$ cat config.mk
export PLATFORM = sky130hd
export DESIGN_NAME = round_robin_task_scheduler_core
export DESIGN_NICKNAME = d
export VERILOG_FILES = /design/src/rtl/core/rrts_pkg.sv /design/src/rtl/core/rrts_ctrl.sv /design/src/rtl/core/rrts_dp.sv /design/src/rtl/core/round_robin_task_scheduler_core.sv
export VERILOG_INCLUDE_DIRS = /design/src /design/src/rtl/core
export SDC_FILE = /design/constraint.sdc
export NUM_CORES = 1
export LEC_CHECK = 0
export BUFFER_PORTS_ARGS = -buffer_cell sky130_fd_sc_hd__clkbuf_2
export CAP_MARGIN = 40
export CORE_MARGIN = 2
export CORE_UTILIZATION = 55
export DETAILED_ROUTE_END_ITERATION = 7
export PLACE_DENSITY_LB_ADDON = 0.25
export SLEW_MARGIN = 25
export SYNTH_ARGS = -nofsm -noshare
export SYNTH_HDL_FRONTEND = slang
export SYNTH_SLANG_ARGS = --single-unit
$ cat constraint.sdc
create_clock -name clk_i -period 2.71 [get_ports clk_i]
set_input_delay 0.813 -clock clk_i [delete_from_list [all_inputs] [get_ports clk_i]]
set_output_delay 0.813 -clock clk_i [all_outputs]
set_load 0.05 [all_outputs]
$ cat src/rtl/core/assert_macros.svh
// assertion macros shared by the scheduler rtl
// expects clk_i and rst_ni in the scope of each use
`ifndef ASSERT_MACROS_SVH
`define ASSERT_MACROS_SVH

// property must hold at every clock edge out of reset
`define RRTS_ASSERT(lbl, prop, msg) \
  lbl: assert property (@(posedge clk_i) disable iff (!rst_ni) (prop)) else $error(msg);

// condition must never be seen at a clock edge out of reset
`define RRTS_ASSERT_NEVER(lbl, cond, msg) \
  `RRTS_ASSERT(lbl, !(cond), msg)

`endif

$ cat src/rtl/core/rrts_pkg.sv
// shared types and constants of the round-robin task scheduler
// no dependencies; used by rrts_ctrl, rrts_dp and the top level
package rrts_pkg;

  // item operation codes
  typedef enum logic [1:0] {
    MODE_TICK   = 2'd0,
    MODE_ADD    = 2'd1,
    MODE_REMOVE = 2'd2,
    MODE_YIELD  = 2'd3
  } mode_e;

  // result status codes
  typedef enum logic [1:0] {
    ST_OK      = 2'd0,
    ST_FULL    = 2'd1,
    ST_DUP     = 2'd2,
    ST_MISSING = 2'd3
  } status_e;

  // slice interval after reset, in ns
  localparam logic [31:0] IntervalReset = 32'd1000000;

  // controller to datapath commands
  typedef struct packed {
    logic    load;
    logic    slice_add;
    logic    rot_rd;
    logic    rot_wr;
    logic    scan;
    logic    append;
    logic    sh_rd;
    logic    sh_wr;
    logic    remove_fin;
    logic    head_rd;
    logic    set_status;
    status_e status;
  } dp_cmd_t;

  // datapath to controller status
  typedef struct packed {
    logic count_zero;
    logic count_full;
    logic slice_due;
    logic hit;
    logic scan_done;
    logic at_last;
  } dp_stat_t;

endpackage

$ cat src/rtl/core/rrts_ctrl.sv
// sequencing state machine of the round-robin task scheduler
// depends on rrts_pkg and assert_macros.svh
`include "assert_macros.svh"

module rrts_ctrl import rrts_pkg::*; (
  input  logic       clk_i,
  input  logic       rst_ni,
  input  logic       start,
  input  logic [1:0] mode_i,
  input  dp_stat_t   stat_i,
  output dp_cmd_t    cmd_o,
  output logic       busy,
  output logic       done_o
);

  localparam logic [3:0] S_IDLE     = 4'd0;
  localparam logic [3:0] S_TICK_ADD = 4'd1;
  localparam logic [3:0] S_TICK_CMP = 4'd2;
  localparam logic [3:0] S_ROT_RD   = 4'd3;
  localparam logic [3:0] S_ROT_WR   = 4'd4;
  localparam logic [3:0] S_SRCH     = 4'd5;
  localparam logic [3:0] S_SH_CHK   = 4'd6;
  localparam logic [3:0] S_SH_RD    = 4'd7;
  localparam logic [3:0] S_SH_WR    = 4'd8;
  localparam logic [3:0] S_HEAD_RD  = 4'd9;
  localparam logic [3:0] S_DONE     = 4'd10;

  logic [3:0] state_q, state_d;
  mode_e      mode_q, mode_in;

  assign mode_in = mode_e'(mode_i);

  // state and operation registers
  always_ff @(posedge clk_i or negedge rst_ni) begin
    if (!rst_ni) begin
      state_q <= S_IDLE;
      mode_q  <= MODE_TICK;
    end else begin
      state_q <= state_d;
      if (state_q == S_IDLE && start) begin
        mode_q <= mode_in;
      end
    end
  end

  // next state and commands
  always_comb begin
    state_d = state_q;
    cmd_o   = '0;
    unique case (state_q)
      S_IDLE: begin
        if (start) begin
          cmd_o.load = 1'b1;
          unique case (mode_in) inside
            MODE_TICK:             state_d = S_TICK_ADD;
            MODE_YIELD:            state_d = stat_i.count_zero ? S_HEAD_RD : S_ROT_RD;
            MODE_ADD, MODE_REMOVE: state_d = S_SRCH;
            default:               state_d = S_IDLE;
          endcase
        end
      end
      S_TICK_ADD: begin
        if (stat_i.count_zero) begin
          state_d = S_HEAD_RD;
        end else begin
          cmd_o.slice_add = 1'b1;
          state_d = S_TICK_CMP;
        end
      end
      S_TICK_CMP: begin
        state_d = stat_i.slice_due ? S_ROT_RD : S_HEAD_RD;
      end
      S_ROT_RD: begin
        cmd_o.rot_rd = 1'b1;
        state_d = S_ROT_WR;
      end
      S_ROT_WR: begin
        cmd_o.rot_wr = 1'b1;
        state_d = S_HEAD_RD;
      end
      S_SRCH: begin
        cmd_o.scan = 1'b1;
        if (stat_i.hit) begin
          if (mode_q == MODE_ADD) begin
            cmd_o.set_status = 1'b1;
            cmd_o.status     = ST_DUP;
            state_d = S_HEAD_RD;
          end else begin
            state_d = S_SH_CHK;
          end
        end else if (stat_i.scan_done) begin
          state_d = S_HEAD_RD;
          if (mode_q == MODE_ADD) begin
            if (stat_i.count_full) begin
              cmd_o.set_status = 1'b1;
              cmd_o.status     = ST_FULL;
            end else begin
              cmd_o.append = 1'b1;
            end
          end else begin
            cmd_o.set_status = 1'b1;
            cmd_o.status     = ST_MISSING;
          end
        end
      end
      S_SH_CHK: begin
        if (stat_i.at_last) begin
          cmd_o.remove_fin = 1'b1;
          state_d = S_HEAD_RD;
        end else begin
          cmd_o.sh_rd = 1'b1;
          state_d = S_SH_WR;
        end
      end
      S_SH_RD: begin
        cmd_o.sh_rd = 1'b1;
        state_d = S_SH_WR;
      end
      S_SH_WR: begin
        cmd_o.sh_wr = 1'b1;
        state_d = S_SH_CHK;
      end
      S_HEAD_RD: begin
        cmd_o.head_rd = 1'b1;
        state_d = S_DONE;
      end
      S_DONE: begin
        state_d = S_IDLE;
      end
      default: begin
        state_d = S_IDLE;
      end
    endcase
  end

  assign busy   = (state_q != S_IDLE);
  assign done_o = (state_q == S_DONE);

  // checks
  `RRTS_ASSERT(a_done_single, done_o |=> !done_o, "result strobe longer than one cycle")
  `RRTS_ASSERT(a_start_busy, (start && !busy) |=> busy, "accepted item did not make the block busy")
  `RRTS_ASSERT_NEVER(a_wr_clash, cmd_o.append && (cmd_o.rot_wr || cmd_o.sh_wr), "two queue writes")

endmodule

$ cat src/rtl/core/rrts_dp.sv
// datapath of the round-robin task scheduler: ring memory, pointers, slice counter
// depends on rrts_pkg and assert_macros.svh
`include "assert_macros.svh"

module rrts_dp import rrts_pkg::*; #(
  parameter int MAX_TASKS = 16,
  parameter int ID_WIDTH  = 8
) (
  input  logic        clk_i,
  input  logic        rst_ni,
  input  logic        cfg_we_i,
  input  logic [31:0] cfg_wdata_i,
  input  logic [7:0]  task_id_i,
  input  logic [31:0] elapsed_ns_i,
  input  dp_cmd_t     cmd_i,
  output dp_stat_t    stat_o,
  output logic [7:0]  running_task_o,
  output logic        running_valid_o,
  output logic [4:0]  task_count_o,
  output logic        switched_o,
  output logic [1:0]  status_o
);

  localparam int PW = $clog2(MAX_TASKS);
  localparam int CW = $clog2(MAX_TASKS + 1);
  localparam logic [PW-1:0] LastPtr = PW'(MAX_TASKS - 1);

  // ring pointer step forward and back with wrap
  function automatic logic [PW-1:0] ptr_inc(input logic [PW-1:0] p);
    return (p == LastPtr) ? '0 : p + PW'(1);
  endfunction

  function automatic logic [PW-1:0] ptr_dec(input logic [PW-1:0] p);
    return (p == '0) ? LastPtr : p - PW'(1);
  endfunction

  logic [ID_WIDTH-1:0] task_mem_q [MAX_TASKS];
  logic [ID_WIDTH-1:0] rdata_q;
  logic [31:0]         interval_q;
  logic [32:0]         slice_q;
  logic [CW-1:0]       count_q;
  logic [CW-1:0]       scan_idx_q;
  logic [PW-1:0]       head_q, tail_q, scan_ptr_q, pend_ptr_q, cursor_q;
  logic                pend_q;
  logic                switched_q;
  status_e             status_q;
  logic [ID_WIDTH-1:0] id_q;
  logic [31:0]         elapsed_q;

  logic [ID_WIDTH+7:0] id_ext, run_ext;
  logic [CW+4:0]       count_ext;
  logic                scan_issue;
  logic                wr_en, rd_en;
  logic [PW-1:0]       wr_addr, rd_addr;
  logic [ID_WIDTH-1:0] wr_data;

  assign id_ext     = (ID_WIDTH + 8)'(task_id_i);
  assign scan_issue = cmd_i.scan && (scan_idx_q != count_q);

  // status toward the controller
  assign stat_o.count_zero = (count_q == '0);
  assign stat_o.count_full = (count_q == CW'(MAX_TASKS));
  assign stat_o.slice_due  = (slice_q >= {1'b0, interval_q});
  assign stat_o.hit        = pend_q && (rdata_q == id_q);
  assign stat_o.scan_done  = !pend_q && (scan_idx_q == count_q);
  assign stat_o.at_last    = (cursor_q == ptr_dec(tail_q));

  // control registers
  always_ff @(posedge clk_i or negedge rst_ni) begin
    if (!rst_ni) begin
      interval_q <= IntervalReset;
      slice_q    <= '0;
      count_q    <= '0;
      head_q     <= '0;
      tail_q     <= '0;
      scan_idx_q <= '0;
      pend_q     <= 1'b0;
      switched_q <= 1'b0;
      status_q   <= ST_OK;
    end else begin
      if (cfg_we_i) begin
        interval_q <= cfg_wdata_i;
      end
      if (cmd_i.load) begin
        switched_q <= 1'b0;
        status_q   <= ST_OK;
        scan_idx_q <= '0;
        pend_q     <= 1'b0;
      end
      if (cmd_i.slice_add) begin
        slice_q <= slice_q + {1'b0, elapsed_q};
      end
      if (cmd_i.rot_wr) begin
        head_q     <= ptr_inc(head_q);
        tail_q     <= ptr_inc(tail_q);
        slice_q    <= '0;
        switched_q <= 1'b1;
      end
      if (cmd_i.scan) begin
        scan_idx_q <= scan_issue ? scan_idx_q + CW'(1) : scan_idx_q;
        pend_q     <= scan_issue;
      end
      if (cmd_i.append) begin
        tail_q  <= ptr_inc(tail_q);
        count_q <= count_q + CW'(1);
      end
      if (cmd_i.remove_fin) begin
        tail_q  <= ptr_dec(tail_q);
        count_q <= count_q - CW'(1);
        if (count_q == CW'(1)) begin
          slice_q <= '0;
        end
      end
      if (cmd_i.set_status) begin
        status_q <= cmd_i.status;
      end
    end
  end

  // item payload and walk pointers
  always_ff @(posedge clk_i) begin
    if (cmd_i.load) begin
      id_q       <= id_ext[ID_WIDTH-1:0];
      elapsed_q  <= elapsed_ns_i;
      scan_ptr_q <= head_q;
    end
    if (scan_issue) begin
      scan_ptr_q <= ptr_inc(scan_ptr_q);
      pend_ptr_q <= scan_ptr_q;
    end
    if (cmd_i.scan && stat_o.hit) begin
      cursor_q <= pend_ptr_q;
    end
    if (cmd_i.sh_wr) begin
      cursor_q <= ptr_inc(cursor_q);
    end
  end

  // memory port selection
  always_comb begin
    wr_en   = cmd_i.rot_wr || cmd_i.append || cmd_i.sh_wr;
    wr_addr = cmd_i.sh_wr ? cursor_q : tail_q;
    wr_data = cmd_i.append ? id_q : rdata_q;
    rd_en   = cmd_i.rot_rd || cmd_i.head_rd || scan_issue || cmd_i.sh_rd;
    if (cmd_i.sh_rd) begin
      rd_addr = ptr_inc(cursor_q);
    end else if (cmd_i.scan) begin
      rd_addr = scan_ptr_q;
    end else begin
      rd_addr = head_q;
    end
  end

  // task ring memory, registered read
  always_ff @(posedge clk_i) begin
    if (wr_en) begin
      task_mem_q[wr_addr] <= wr_data;
    end
    if (rd_en) begin
      rdata_q <= task_mem_q[rd_addr];
    end
  end

  // result fields
  assign run_ext         = (ID_WIDTH + 8)'(rdata_q);
  assign count_ext       = (CW + 5)'(count_q);
  assign running_valid_o = (count_q != '0);
  assign running_task_o  = running_valid_o ? run_ext[7:0] : 8'd0;
  assign task_count_o    = count_ext[4:0];
  assign switched_o      = switched_q;
  assign status_o        = status_q;

  // checks
  `RRTS_ASSERT(a_count_range, count_q <= CW'(MAX_TASKS), "task count above capacity")
  `RRTS_ASSERT(a_empty_slice, (count_q == '0) |-> (slice_q == '0), "slice time kept on empty ring")
  `RRTS_ASSERT(a_scan_bound, cmd_i.scan |-> (scan_idx_q <= count_q), "search ran past the tasks")

endmodule

$ cat src/rtl/core/round_robin_task_scheduler_core.sv
// top level of the round-robin task scheduler: controller plus datapath
// depends on rrts_pkg, rrts_ctrl and rrts_dp
//
//  channel   | handshake                   | payload
//  ----------+-----------------------------+------------------------------------------
//  item in   | start, busy                 | mode_i, task_id_i, elapsed_ns_i
//  result    | done_o (one-cycle strobe)   | running_task_o, running_valid_o,
//            |                             | task_count_o, switched_o, status_o
//  config    | switch_interval_ns_we_i     | switch_interval_ns_i
//
// tick and yield do not depend on the task count; add and remove grow with it,
// set by the walk of the ring memory with its one read and one write port (one
// entry per cycle on search, a read then a write per entry on close-up); busy is
// high from the accept edge through the done_o cycle.
// reset clears the ring to empty and loads the interval with 1000000 ns.
// results cannot be held off: each is valid only in the done_o cycle.
module round_robin_task_scheduler_core import rrts_pkg::*; #(
  parameter int MAX_TASKS = 16,
  parameter int ID_WIDTH  = 8
) (
  input  logic        clk_i,
  input  logic        rst_ni,
  input  logic        switch_interval_ns_we_i,
  input  logic [31:0] switch_interval_ns_i,
  input  logic        start,
  output logic        busy,
  input  logic [1:0]  mode_i,
  input  logic [7:0]  task_id_i,
  input  logic [31:0] elapsed_ns_i,
  output logic        done_o,
  output logic [7:0]  running_task_o,
  output logic        running_valid_o,
  output logic [4:0]  task_count_o,
  output logic        switched_o,
  output logic [1:0]  status_o
);

  dp_cmd_t  cmd;
  dp_stat_t stat;

  // sequencer
  rrts_ctrl u_ctrl (
    .clk_i  (clk_i),
    .rst_ni (rst_ni),
    .start  (start),
    .mode_i (mode_i),
    .stat_i (stat),
    .cmd_o  (cmd),
    .busy   (busy),
    .done_o (done_o)
  );

  // ring, counters and result fields
  rrts_dp #(
    .MAX_TASKS (MAX_TASKS),
    .ID_WIDTH  (ID_WIDTH)
  ) u_dp (
    .clk_i           (clk_i),
    .rst_ni          (rst_ni),
    .cfg_we_i        (switch_interval_ns_we_i),
    .cfg_wdata_i     (switch_interval_ns_i),
    .task_id_i       (task_id_i),
    .elapsed_ns_i    (elapsed_ns_i),
    .cmd_i           (cmd),
    .stat_o          (stat),
    .running_task_o  (running_task_o),
    .running_valid_o (running_valid_o),
    .task_count_o    (task_count_o),
    .switched_o      (switched_o),
    .status_o        (status_o)
  );

endmodule

# Word-level counts from Yosys, hierarchy flattened
# Memory sizes are Yosys's and may differ from the RTL's. A register that Yosys moved wholly into a read port is not among the register bits.
# Index checks and enable logic that the tools add are counted.
[word_totals]
register_bits = 145
latch_bits = 0
mem_bits_rw = 128
mem_bits_ro = 0
input_bits = 78
memories = 1
[classes]
add_sub_neg = 9
mul = 0
div_mod_pow = 0
magnitude_cmp = 1
eq_ne = 27
shift = 0
n_mux = 66
bitwise_logic = 0
n_reduce_logical = 27
[memory_table]
columns = ["memory", "depth", "width", "read_ports", "rd_ports_with_merged_regs", "wr", "line_no", "source"]
rows = [
  ["u_dp.task_mem_q", 16, 8, 1, 1, 1, "rrts_dp.sv:37", "logic [ID_WIDTH-1:0] task_mem_q [MAX_TASKS];"],
]
[ops]
columns = ["op", "n"]
rows = [
  ["two-way mux 33 bit", 4],
  ["two-way mux 4 bit", 22],
  ["case mux 4 bit (10 select lines)", 1],
  ["adder 33 x 32 -> 33 bit", 1],
  [">= comparator 33 x 32 -> 1 bit", 1],
  ["equality test 4 bit (second input constant)", 7],
  ["two-way mux 5 bit", 5],
  ["two-way mux 1 bit", 21],
  ["two-way mux 3 bit", 6],
  ["adder 4 x 1 -> 4 bit (second input constant)", 4],
  ["equality test 4 x 3 -> 1 bit (second input constant)", 4],
  ["two-way mux 8 bit", 2],
  ["case mux 4 bit (3 select lines)", 1],
  ["nonzero test 2 bit", 6],
  ["adder 5 x 1 -> 5 bit (second input constant)", 2],
  ["equality test 4 x 2 -> 1 bit (second input constant)", 2],
  ["equality test 8 bit", 1],
  ["zero test 4 bit", 2],
  ["two-way mux 2 bit", 3],
  ["equality test 5 x 1 -> 1 bit (second input constant)", 1],
  ["equality test 5 bit", 1],
  ["equality test 5 bit (second input constant)", 1],
  ["logical AND 1 bit", 5],
  ["zero test 5 bit", 1],
  ["other kinds (18)", 26],
]

# Logic depth before layout (Yosys ltp)
# Gate-level depths: netlist of run 1.
[logic_depth]
ltp_word = 10
depth_mapped = 14
mapped_depth_nobuf = 11

# Hierarchy
# From an unflattened synthesis of run 1, not the netlist that was laid out.
[unflattened]
hier_cells = 1175
hier_area_um2 = 14198.6
[by_module_without_submodules]
columns = ["module", "n_inst", "cells_each", "area_per_inst_um2"]
rows = [
  ["rrts_dp", 1, 1098, 13583.0],
  ["rrts_ctrl", 1, 77, 615.6],
]

# Least setup slack after synthesis of run 1
# No wires, ideal clock.
[synth_path]
path_kind = "reg-to-output"
start = "register u_dp.count_q[0] (netlist: u_dp.task_count_o[0])"
end = "output running_task_o[0]"
arrival_time_ps = 2296
required_ps = 1897
path_slack_ps = -399
stages_incl_launch_ff = 6
cell_sequence = "dfrtp_1 inv_1 ha_1 nand2_1 clkbuf_1 and2_1"
[synth_between]
elab_chain_cells = 2
[synth_lines]
columns = ["element", "line_no", "source"]
rows = [
  ["from (decl)", "rrts_dp.sv:41", "logic [CW-1:0] count_q;"],
  ["from (signal assigned)", "rrts_dp.sv:105", "count_q <= count_q + CW'(1);"],
  ["from (signal assigned)", "rrts_dp.sv:109", "count_q <= count_q - CW'(1);"],
  ["nonzero test 5 bit", "rrts_dp.sv:167", "assign running_valid_o = (count_q != '0);"],
  ["named net running_valid_o", "round_robin_task_scheduler_core.sv:32", "output logic running_valid_o,"],
  ["two-way mux 8 bit", "rrts_dp.sv:168", "assign running_task_o = running_valid_o ? run_ext[7:0] : 8'd0;"],
  ["to (decl)", "round_robin_task_scheduler_core.sv:31", "output logic [7:0] running_task_o,"],
]
# The timed path passes the listed nets, and every way through them passes these cells.

# Final worst setup path of run 1
[layout_path]
start = "register u_dp.tail_q[1]"
end = "register u_dp.rdata_q[0], read port of u_dp.task_mem_q (data pin)"
[layout_between]
elab_chain_cells = 6
[layout_lines]
columns = ["element", "line_no", "source"]
rows = [
  ["from (decl)", "rrts_dp.sv:43", "logic [PW-1:0] head_q, tail_q, scan_ptr_q, pend_ptr_q, cursor_q;"],
  ["from (signal assigned)", "rrts_dp.sv:95", "tail_q <= ptr_inc(tail_q);"],
  ["from (signal assigned)", "rrts_dp.sv:104", "tail_q <= ptr_inc(tail_q);"],
  ["from (signal assigned)", "rrts_dp.sv:108", "tail_q <= ptr_dec(tail_q);"],
  ["subtractor 4 x 1 -> 4 bit / zero test 4 bit (equally long branches)", "rrts_dp.sv:34", "return (p == '0) ? LastPtr : p - PW'(1);"],
  ["two-way mux 4 bit (*)", "rrts_dp.sv:34", ""],
  ["equality test 4 bit (*)", "rrts_dp.sv:66", "assign stat_o.at_last = (cursor_q == ptr_dec(tail_q));"],
  ["two-way mux 1 bit (*)", "rrts_ctrl.sv:107", "if (stat_i.at_last) begin"],
  ["case mux 1 bit (2 select lines) (*)", "rrts_ctrl.sv:50", "unique case (state_q)"],
  ["two-way mux 4 bit / logical OR 1 bit (equally long branches)", "rrts_dp.sv:145, rrts_dp.sv:144", ""],
  ["to (decl)", "rrts_dp.sv:38", "logic [ID_WIDTH-1:0] rdata_q;"],
]
# Mark *: on every way between the ends. The rest lies on a longest branch, timed or not.
# A chain may end at the register's enable or synchronous reset.

==> results of run 1 <==
## Yosys cell counts (10+ instances only)
library cell / count
nand2_1: 141
nor2b_1: 10
and2_1: 10
a21oi_1: 62
ha_1: 75
nand3_1: 28
a21o_1: 29
mux2i_1: 124
xnor2_1: 34
edfxtp_1: 188
nor3_1: 21
o21ai_0: 79
xor2_1: 18
o21ai_1: 11
inv_1: 53
nand4_1: 15
a211oi_1: 12
dfrtp_1: 86
nor2_1: 60
clkbuf_1: 30
## where the power goes
group,total [mW],switching [mW],internal [mW]
combinational,10.8,5.86,4.91
clock,4.09,1.64,2.45
sequential,6.42,0.645,5.78
## cell type report
type                            instances  area (µm²)  share of cell area (%)
Multi-Input combinational cell        829        6310                    35.2
Timing Repair inverter                  1        5.00                  0.0279
Clock inverter                         13         143                   0.796
Tap cell                              330         413                    2.30
Timing Repair Buffer                  266        2020                    11.3
Inverter                               54         206                    1.15
Sequential cell                       281        7990                    44.6
Clock buffer                           41         843                    4.70
## kinds of logic after synthesis
| kind of cell | Yosys count | share of synthesized area (%) |
|---|---|---|
| adders and majority gates | 76 | 6.78 |
| and+or+nand+nor | 316 | 10.2 |
| AOI/OAI and AO/OA | 255 | 11.1 |
| muxes | 126 | 8.96 |
| buffers and inverters | 98 | 3.10 |
| DFF | 281 | 56.4 |
| xor gates and xnor gates | 53 | 3.42 |
## cells in the final DEF (no fill, tap or decap), types with 5 or more instances in the layout
cell type and count:
edfxtp_1 188, buf_4 142, nand2_1 135, mux2i_1 118, clkbuf_2 88, dfrtp_1 80
o21ai_0 70, ha_1 63, a21oi_1 52, nor2_1 50, inv_1 49, xnor2_1 31
clkbuf_16 31, a21o_1 29, nand3_1 25, nor3_1 19, buf_6 19, xor2_1 18
o21ai_1 15, nand4_1 15, ha_4 11, buf_12 10, nor2b_1 9, a21oi_2 9
nor2_2 9, a211oi_1 9, clkbuf_8 9, nand2b_1 8, o21a_1 8, and2_2 7
clkbuf_1 7, dfstp_2 7, nand2_2 6, a31oi_1 6, o211ai_1 6, dfrtp_2 6
and3_1 5, mux2i_2 5
## worst paths after layout
| check | cells after the start | startpoint | slack (ns) | endpoint |
|---|---|---|---|---|
| min in group clk_i | 1 | elapsed_ns_i[14] | 0.43 | u_dp.elapsed_q[14] |
| hold / removal | 1 | rst_ni | 0.25 | u_dp.task_count_o[2] |
| hold reg to reg | 2 | u_ctrl.mode_q[1] | 0.50 | u_ctrl.mode_q[1] |
| setup / recovery | 15 | u_dp.tail_q[1] | -0.31 | u_dp.rdata_q[0] |
| max in group asynchronous | 2 | rst_ni | 1.72 | u_dp.interval_q[19] |
| setup reg to reg | 15 | u_dp.tail_q[1] | -0.31 | u_dp.rdata_q[0] |
## through the flow
stage | area (µm²) | hold slack [ns] | power, mW | instances | utilization, %
2_1_floorplan | 14200 | 0.463 | 12.4 | 1205 | -
3_3_place_gp | 16000 | 0.467 | 15.3 | 1727 | 63.7
3_5_place_dp | 16000 | 0.469 | 15.6 | 1727 | 63.7
4_1_cts | 17500 | 0.239 | 20.5 | 1801 | 69.4
5_1_grt | 17900 | 0.272 | 22.4 | 1815 | 71.2
6_report | 17900 | 0.247 | 21.3 | 1815 | 71.2
## state kept, by name, indices dropped and copies added (netlist names), 5 cells and up
register	count
u_dp.task_mem_q	128
u_dp.rdata_q	8
u_dp.task_count_o	5
u_dp.elapsed_q	32
u_dp.interval_q	32
u_dp.slice_q	33
u_dp.id_q	8
u_dp.scan_idx_q	5
## routing by layer
metal  up-vias  global-route usage, %  part of all wire [%]
met4         0                   6.78                   2.4
met1      5135                   36.1                    43
met3        67                   3.31                   5.5
met2       365                   46.0                    50
met5         -                      0                     0
li1       4945                      -                     -
## worst reg2reg max path: stages, from the launching register on
cell     delay (ns)
dfrtp_1        0.39
buf_4          0.13
buf_4          0.10
buf_4          0.11
nor2_2         0.05
o311a_4        0.34
xnor2_4        0.14
a21oi_4        0.22
buf_12         0.14
mux2_4         0.34
buf_6          0.14
buf_6          0.11
mux2i_1        0.14
mux2i_1        0.11
mux2i_1        0.20
mux2i_1        0.10
## repair_timing
action	4_1_cts	5_1_grt
cloned	4	2
setup buffers	18	15
pin swaps	12	38
setup endpoints to repair	31	98
gates resized for setup	67	73
==> flow_metrics.tcl, run 1 <==
set metrics [dict create \
    cts_buffers 30 \
    dieArea_mm2 0.0270 \
    core_area_mm2 0.0252 \
    clk_pin_slew_ns 0.06 \
    critPathTopFamily "multiplexers" \
    ctsHtreeMaxLevel 1 \
    yosysUniqueCellTypes 64 \
    nets 1617 \
    synth_edf_count 188 \
    synth_top_flop_cell "edfxtp_1" \
    cellPowerDensity_mw_per_mm2 1190 \
    gp_congestion 0.957 \
    maxCapViolations 0 \
    syn_nets 1359 \
    synthArstFlopShare_pct 33.1 \
    wl_um 36100 \
    finalWorstSetupSlack_ns -0.305 \
    max-slew-margin-rel_pct 55.4 \
    rows 58 \
    insertion_delay_ns 0.55 \
    ys_warn_count 0 \
    slew_viol_final 0 \
    worst_setup_path_start_kind "register" \
    yosysSeqAreaShare_pct 56.4 \
    cp_max_fo 4 \
    endpoint_kind "register" \
    synth.area.top_cells "edfxtp_1 (40%), dfrtp_1 (15%), mux2i_1 (8.8%)" \
    critPathMaxStageDelay_ns 0.39 \
    synth.top_cell.area_share_pct 39.9 \
    cts_root_buf "clkbuf_16" \
    cts_hold_buf 0 \
    die_x_um 164 \
    grt-ovfl-total 0 \
    nFillCells 1690 \
    ys_seq_elements 281 \
    leakage_nw 7.84 \
    cp_slowest_cell "dfrtp_1" \
    status "finished, violations left" \
    required_ns 3.00 \
    wl_per_cell_um 19.9 \
    hpwl_um 23500 \
    worstMarginPinSlew_ns 0.667 \
    cp.arrival_ns 3.30 \
    path_cells "buf_4 -> buf_4 -> buf_4 -> nor2_2 -> o311a_4 -> xnor2_4 -> a21oi_4 -> buf_12 -> mux2_4 -> buf_6 -> buf_6 -> mux2i_1 -> mux2i_1 -> mux2i_1 -> mux2i_1" \
    hold_class "input port to asynchronous set/reset pin" \
    avgSynthCellArea_um2 11.7 \
    num_io_pins 97 \
    syn_area_mm2 0.0141 \
    criticalPathCategory "register to register" \
    ant_nets 0 \
    rsz0062_at_grt "yes" \
    syn_inst 1205 \
    drc_errors 0 \
    critPathMostFrequentCell "mux2i_1" \
    drt_first_pass_iters 5 \
    area_growth_pct 26.7 \
    clock-sinks 281 \
    setup_viol 11 \
    grt_pass1_vias 10500 \
    grt_use_total_pct 26.8 \
    post-place-ws_ns -0.334 \
    grt_pass1_wl_um 55700 \
    cts_tree "yes" \
    grt_max_degree 46 \
    antenna_found_initial 0 \
    drive_gt1_share_pct 28.6 \
    numPortBuffers 96 \
    dr_total_vias 10500 \
    setup_tns_ns -2.03 \
    finalHoldViolCount 0 \
    drtIter0Drc 777 \
    irDropWorstVdd_v 0.000953 \
    start_util_pct 56.2 \
    synth_top_cell_by_area "edfxtp_1" \
    diodes 0 \
    post-route-period-util_pct 111 \
    fmax_mhz 332 \
    violations "setup timing" \
    die_y_um 164 \
    cts_max_path_buffers 3 \
    crit_buf_inv 6 \
    skew_ns 0.0115 \
    via_per_inst 5.79 \
    fin_crit_ns 3.02 \
]
No activity file was read; power rests on OpenSTA's default activity.
==> run 2, diff against run 1 <==
--- a/config.mk
+++ b/config.mk
@@ -12,6 +12,7 @@
 export CORE_UTILIZATION = 55
 export DETAILED_ROUTE_END_ITERATION = 7
 export PLACE_DENSITY_LB_ADDON = 0.25
+export REMOVE_ABC_BUFFERS = 1
 export SLEW_MARGIN = 25
 export SYNTH_ARGS = -nofsm -noshare
 export SYNTH_HDL_FRONTEND = slang
==> run 2 against run 1 <==
  * The flow still finishes with violations (setup timing)
  * Cell area fell by 0.96%
  * Global-route usage down 1.4 points
  * First-iteration DRC count rose by 1.4%
  * Sequential power decreased by 0.6%
  * Clock-buffer cell count down 4
  * Cell count decreased by 0.88%
  * Core utilization is 0.69 points lower
  * Maximum frequency rose by 1.6%
  * Worst hold slack worse by 0.18 ns
  * Largest cell class unchanged
  * Highest routed layer unchanged
==> flow_metrics.tcl, run 2 (synthesized netlist as in run 1, its figures left out) <==
set metrics [dict create \
    status "finished, violations left" \
    violations "setup timing" \
    largest_reg_flops 128 \
    r2r_slack_ns -0.26 \
    max-slew-margin-rel_pct 56.7 \
    antenna_found_initial 0 \
    p_total_mw 21.0 \
    worstMarginPinSlew_ns 0.649 \
    grt_use_total_pct 25.4 \
    setup_viol 10 \
    reg2reg_to "u_dp.rdata_q[1]" \
    criticalPathCategory "register to register" \
    cp.arrival_ns 3.27 \
    reg.largest.list "u_dp.task_mem_q x128, u_dp.slice_q x33" \
    core_area_mm2 0.0252 \
    topRoutingLayerUsed "met4" \
    drt_first_pass_iters 5 \
    rows 58 \
    clock-sinks 281 \
    clk_pin_slew_ns 0.06 \
    grt_pass1_wl_um 53200 \
    dieArea_mm2 0.0270 \
    grt_max_degree 55 \
    insertion_delay_ns 0.57 \
    hold_class "input port to asynchronous set/reset pin" \
    diodes 0 \
    whs_ns 0.0706 \
    ant_nets 0 \
    finalHoldViolCount 0 \
    hpwl_um 22600 \
    die_x_um 164 \
    nets 1599 \
    skew_ns 0.0227 \
    setup_tns_ns -1.93 \
    dr_total_vias 10300 \
    wl_per_cell_um 19.0 \
    leakage_nw 7.81 \
    ctsHtreeMaxLevel 1 \
    timing.rr.start "u_dp.tail_q[1]" \
    endpoint "u_dp.rdata_q[1]" \
    via_per_inst 5.73 \
    cellPowerDensity_mw_per_mm2 1180 \
    wl_um 34200 \
    finalWorstSetupSlack_ns -0.259 \
    die_y_um 164 \
    worst_setup_path_start_kind "register" \
    grt_pass1_vias 10300 \
    slew_viol_final 0 \
    nFillCells 1767 \
    fmax_mhz 337 \
    dr_wl_met3_um 1960 \
    cts_buffers 30 \
    area_growth_pct 25.5 \
    drive_gt1_share_pct 25.5 \
    drtIter0Drc 788 \
    regMostFlops "u_dp.task_mem_q" \
    cp_max_fo 8 \
    rsz0062_at_grt "yes" \
    wirelength_met1_um 14800 \
    numPortBuffers 96 \
    endpoint_kind "register" \
    ff2ff_path_depth 13 \
    maxCapViolations 0 \
    cts_tree "yes" \
    start_util_pct 56.2 \
    cts_root_buf "clkbuf_16" \
    required_ns 3.01 \
    final_cell_mix "edfxtp_1 (188), nand2_1 (140), buf_4 (131), mux2i_1 (123), clkbuf_2 (86)" \
    cts_max_path_buffers 3 \
    post-place-ws_ns -0.319 \
    cts_hold_buf 0 \
    num_io_pins 97 \
    post-route-period-util_pct 110 \
    grt-ovfl-total 0 \
    fin_crit_ns 2.97 \
    layout_commonest_cell "edfxtp_1" \
    gp_congestion 0.897 \
    dr_wl_met2_um 16700 \
    drc_errors 0 \
    crit_path_start "u_dp.tail_q[1]" \
    irDropWorstVdd_v 0.00115 \
]
## run 2: changes by cell type in the layout (fill, tap and decap cells not counted), moves of 4 or more
cell,change
a21oi_1,+5
and2_1,+4
and2_2,-7
buf_12,+4
buf_4,-11
buf_6,-8
clkbuf_8,-7
mux2i_1,+5
mux2i_2,-4
nand2_1,+5
nand2_2,-5
nor2_1,+7
nor2_2,-8
## run 2: layer usage
layer  track usage, %  vias to the layer above
met5                0                        -
met4             6.78                        0
met3             3.66                       45
met2             42.9                      326
met1             34.4                     5038
li1                 -                     4907
## run 2: worst min path at each step
stage                     cells after the start  slack [ns]        startpoint                   to
after floorplan                               2        0.46  u_ctrl.mode_q[1]     u_ctrl.mode_q[1]
after global placement                        2        0.47   u_dp.switched_o      u_dp.switched_o
after detailed placement                      2        0.50   u_dp.switched_o      u_dp.switched_o
after CTS                                     1        0.05            rst_ni  u_dp.interval_q[27]
after global routing                          1        0.06            rst_ni  u_dp.interval_q[27]
final                                         1        0.07            rst_ni  u_dp.interval_q[27]
## run 2: area by class of cell
type | count | area (µm²) | area share (%)
Clock buffer | 37 | 787 | 4.43
Clock inverter | 19 | 241 | 1.36
Timing Repair Buffer | 252 | 2020 | 11.4
Sequential cell | 281 | 7990 | 45.0
Tap cell | 330 | 413 | 2.33
Inverter | 54 | 205 | 1.16
Multi-Input combinational cell | 826 | 6100 | 34.4
## run 2: repair_timing
item | 4_1_cts | 5_1_grt
hold endpoints to repair | 0 | 0
setup endpoints to repair | 32 | 78
resized for setup | 46 | 67
pin swaps | 11 | 33
setup buffers | 11 | 13
cloned | 2 | 2
## run 2: stage by stage
| step | util [%] | cells | instance area, µm² |
|---|---|---|---|
| after floorplan | - | 1161 | 13900 |
| after global placement | 63.2 | 1715 | 15900 |
| after detailed placement | 63.2 | 1715 | 15900 |
| after CTS | 68.7 | 1784 | 17300 |
| after global routing | 70.5 | 1799 | 17800 |
| final | 70.5 | 1799 | 17800 |
## run 2: power by group
part	internal, mW	switching (mW)
registers	5.78	0.608
clock network	2.54	1.69
logic	4.78	5.56
total	13.1	7.86
## run 2: critical path, stage by stage (launching register included)
cell	delay, ns
dfrtp_1	0.40
inv_2	0.07
ha_4	0.17
buf_6	0.12
xnor2_4	0.12
xnor2_2	0.14
nor4_2	0.33
a21oi_2	0.13
mux2_4	0.41
buf_16	0.18
mux2i_1	0.15
mux2i_1	0.09
mux2i_1	0.24
mux2i_1	0.15
==> run 3, diff against run 2 <==
--- a/config.mk
+++ b/config.mk
@@ -11,7 +11,7 @@
 export CORE_MARGIN = 2
 export CORE_UTILIZATION = 55
 export DETAILED_ROUTE_END_ITERATION = 7
-export PLACE_DENSITY_LB_ADDON = 0.25
+export PLACE_DENSITY = 0.8
 export REMOVE_ABC_BUFFERS = 1
 export SLEW_MARGIN = 25
 export SYNTH_ARGS = -nofsm -noshare
==> run 3 against run 2 <==
  * The run still ends with setup timing left
  * Worst hold slack improved by 0.17 ns
  * Clock-buffer cell count decreased by 5
  * Sequential share of layout area grew 0.80 points
  * Flip-flop and latch count stayed put
  * Highest routed layer is now met5
  * Maximum frequency decreased by 0.13%
  * Core utilization shrank 1.3 points
  * Critical endpoint is now u_dp.rdata_q[7]
  * Die area unchanged
  * Cell count is 0.33% lower
  * Clock skew is 0.011 ns lower
  * First-iteration DRC count grew 15%
  * Clock power is essentially flat
==> flow_metrics.tcl, run 3 (synthesized netlist as in run 1, its figures left out) <==
set metrics [dict create \
    status "finished, violations left" \
    violations "setup timing" \
    via_per_inst 5.78 \
    criticalPathCategory "register to register" \
    rsz0062_at_grt "yes" \
    nets 1594 \
    layout_commonest_cell "edfxtp_1" \
    diodes 0 \
    finalWorstSetupSlack_ns -0.263 \
    cp_max_fo 25 \
    drtIter0Drc 906 \
    grt_use_total_pct 25.3 \
    cts_tree "yes" \
    wl_per_cell_um 19.0 \
    core_area_mm2 0.0252 \
    drc_errors 0 \
    cts_root_buf "clkbuf_16" \
    die_y_um 164 \
    gp_congestion 0.947 \
    required_ns 3.01 \
    final_cell_mix "edfxtp_1 (188), buf_4 (140), nand2_1 (137), mux2i_1 (122), clkbuf_2 (86)" \
    critPathMaxStageDelay_ns 0.54 \
    whs_ns 0.242 \
    nFillCells 1704 \
    setup_tns_ns -1.49 \
    irDropWorstVdd_v 0.000766 \
    cp.arrival_ns 3.27 \
    leakage_nw 7.72 \
    grt_pass1_vias 10500 \
    cts_max_path_buffers 3 \
    start_util_pct 56.2 \
    fmax_mhz 336 \
    path_cells "or4b_4 -> o311a_4 -> xnor2_4 -> a21oi_2 -> mux2_4 -> buf_12 -> mux2i_1 -> mux2i_1 -> mux2i_1 -> mux2i_1" \
    clock-sinks 281 \
    reg.largest.list "u_dp.task_mem_q x128, u_dp.slice_q x33" \
    insertion_delay_ns 0.56 \
    utilization_pct 69.2 \
    max-slew-margin-rel_pct 62.3 \
    num_io_pins 97 \
    hpwl_um 22900 \
    grt_max_degree 50 \
    crit_buf_inv 1 \
    critPathTopFamily "multiplexers" \
    largest_reg_flops 128 \
    post-route-period-util_pct 110 \
    ctsHtreeMaxLevel 1 \
    cts_hold_buf 0 \
    clk_pin_slew_ns 0.06 \
    skew_ns 0.0122 \
    cts_buffers 29 \
    maxCapViolations 0 \
    wl_um 34000 \
    cp_slowest_cell "or4b_4" \
    ant_nets 0 \
    endpoint_kind "register" \
    numPortBuffers 96 \
    setup_viol 8 \
    p_total_mw 20.4 \
    antenna_found_initial 1 \
    slew_viol_final 0 \
    dr_total_vias 10400 \
    rows 58 \
    cellPowerDensity_mw_per_mm2 1170 \
    grt_pass1_wl_um 53200 \
    dieArea_mm2 0.0270 \
    grt-ovfl-total 0 \
    regMostFlops "u_dp.task_mem_q" \
    hold_class "input port to asynchronous set/reset pin" \
    critPathMostFrequentCell "mux2i_1" \
    drive_gt1_share_pct 24.5 \
    die_x_um 164 \
    finalHoldViolCount 0 \
    r2r_slack_ns -0.26 \
    worstMarginPinSlew_ns 0.561 \
    fin_crit_ns 2.97 \
    worst_setup_path_start_kind "register" \
    drt_first_pass_iters 5 \
    area_growth_pct 23.3 \
]
run 3: cell count changes in the layout (fill, tap and decap cells not counted), sizes merged:
cell / before / now
nand2: 141 / 142
clkinvlp: 4 / 1
clkbuf: 126 / 122
clkinv: 10 / 13
buf: 162 / 157
bufbuf: 1 / 0
bufinv: 5 / 6
inv: 54 / 56
run 3: final cells by class:
cell class	count	area, µm²	area share (%)
flip-flops and latches	281	7980	45.8
inverters	54	205	1.18
repair buffers	247	1810	10.4
clock buffers	32	737	4.23
clock inverters	22	262	1.50
well taps	330	413	2.37
multi-input cells	827	6020	34.6
run 3: worst paths after layout:
check                                 start                   to  depth (start not counted)
setup / recovery             u_dp.tail_q[0]      u_dp.rdata_q[7]                         10
hold / removal                       rst_ni  u_dp.interval_q[25]                          1
setup reg to reg             u_dp.tail_q[0]      u_dp.rdata_q[7]                         10
hold reg to reg            u_ctrl.mode_q[1]     u_ctrl.mode_q[1]                          2
max in group asynchronous            rst_ni   u_dp.interval_q[6]                          2
min in group clk_i         elapsed_ns_i[23]   u_dp.elapsed_q[23]                          1
run 3: repair_timing:
item,CTS,global route
endpoints found under the setup margin,29,205
pin swaps,13,19
setup buffers,6,14
gates resized for setup,45,41
cloned,3,0
run 3: where the power goes:
group,internal (mW),switching [mW]
sequential,5.77,0.556
clock,2.53,1.67
combinational,4.41,5.51
total,12.7,7.74
run 3: through the flow:
stage / instances / worst slack, ns / instance area [µm²]
floorplan: 1161 / -2.07 / 13900
global placement: 1717 / -0.199 / 15900
detailed placement: 1717 / -0.302 / 15900
CTS: 1779 / -0.223 / 17200
global route: 1793 / -0.421 / 17400
finish: 1793 / -0.263 / 17400
run 3: per-layer routing:
metal  share of wire (%)  vias up  GRT usage [%]
met4                 2.8        2           8.49
met1                  43     5105           34.2
li1                    -     4900              -
met5               0.038        -              0
met3                 5.7       68           3.26
met2                  49      297           42.4
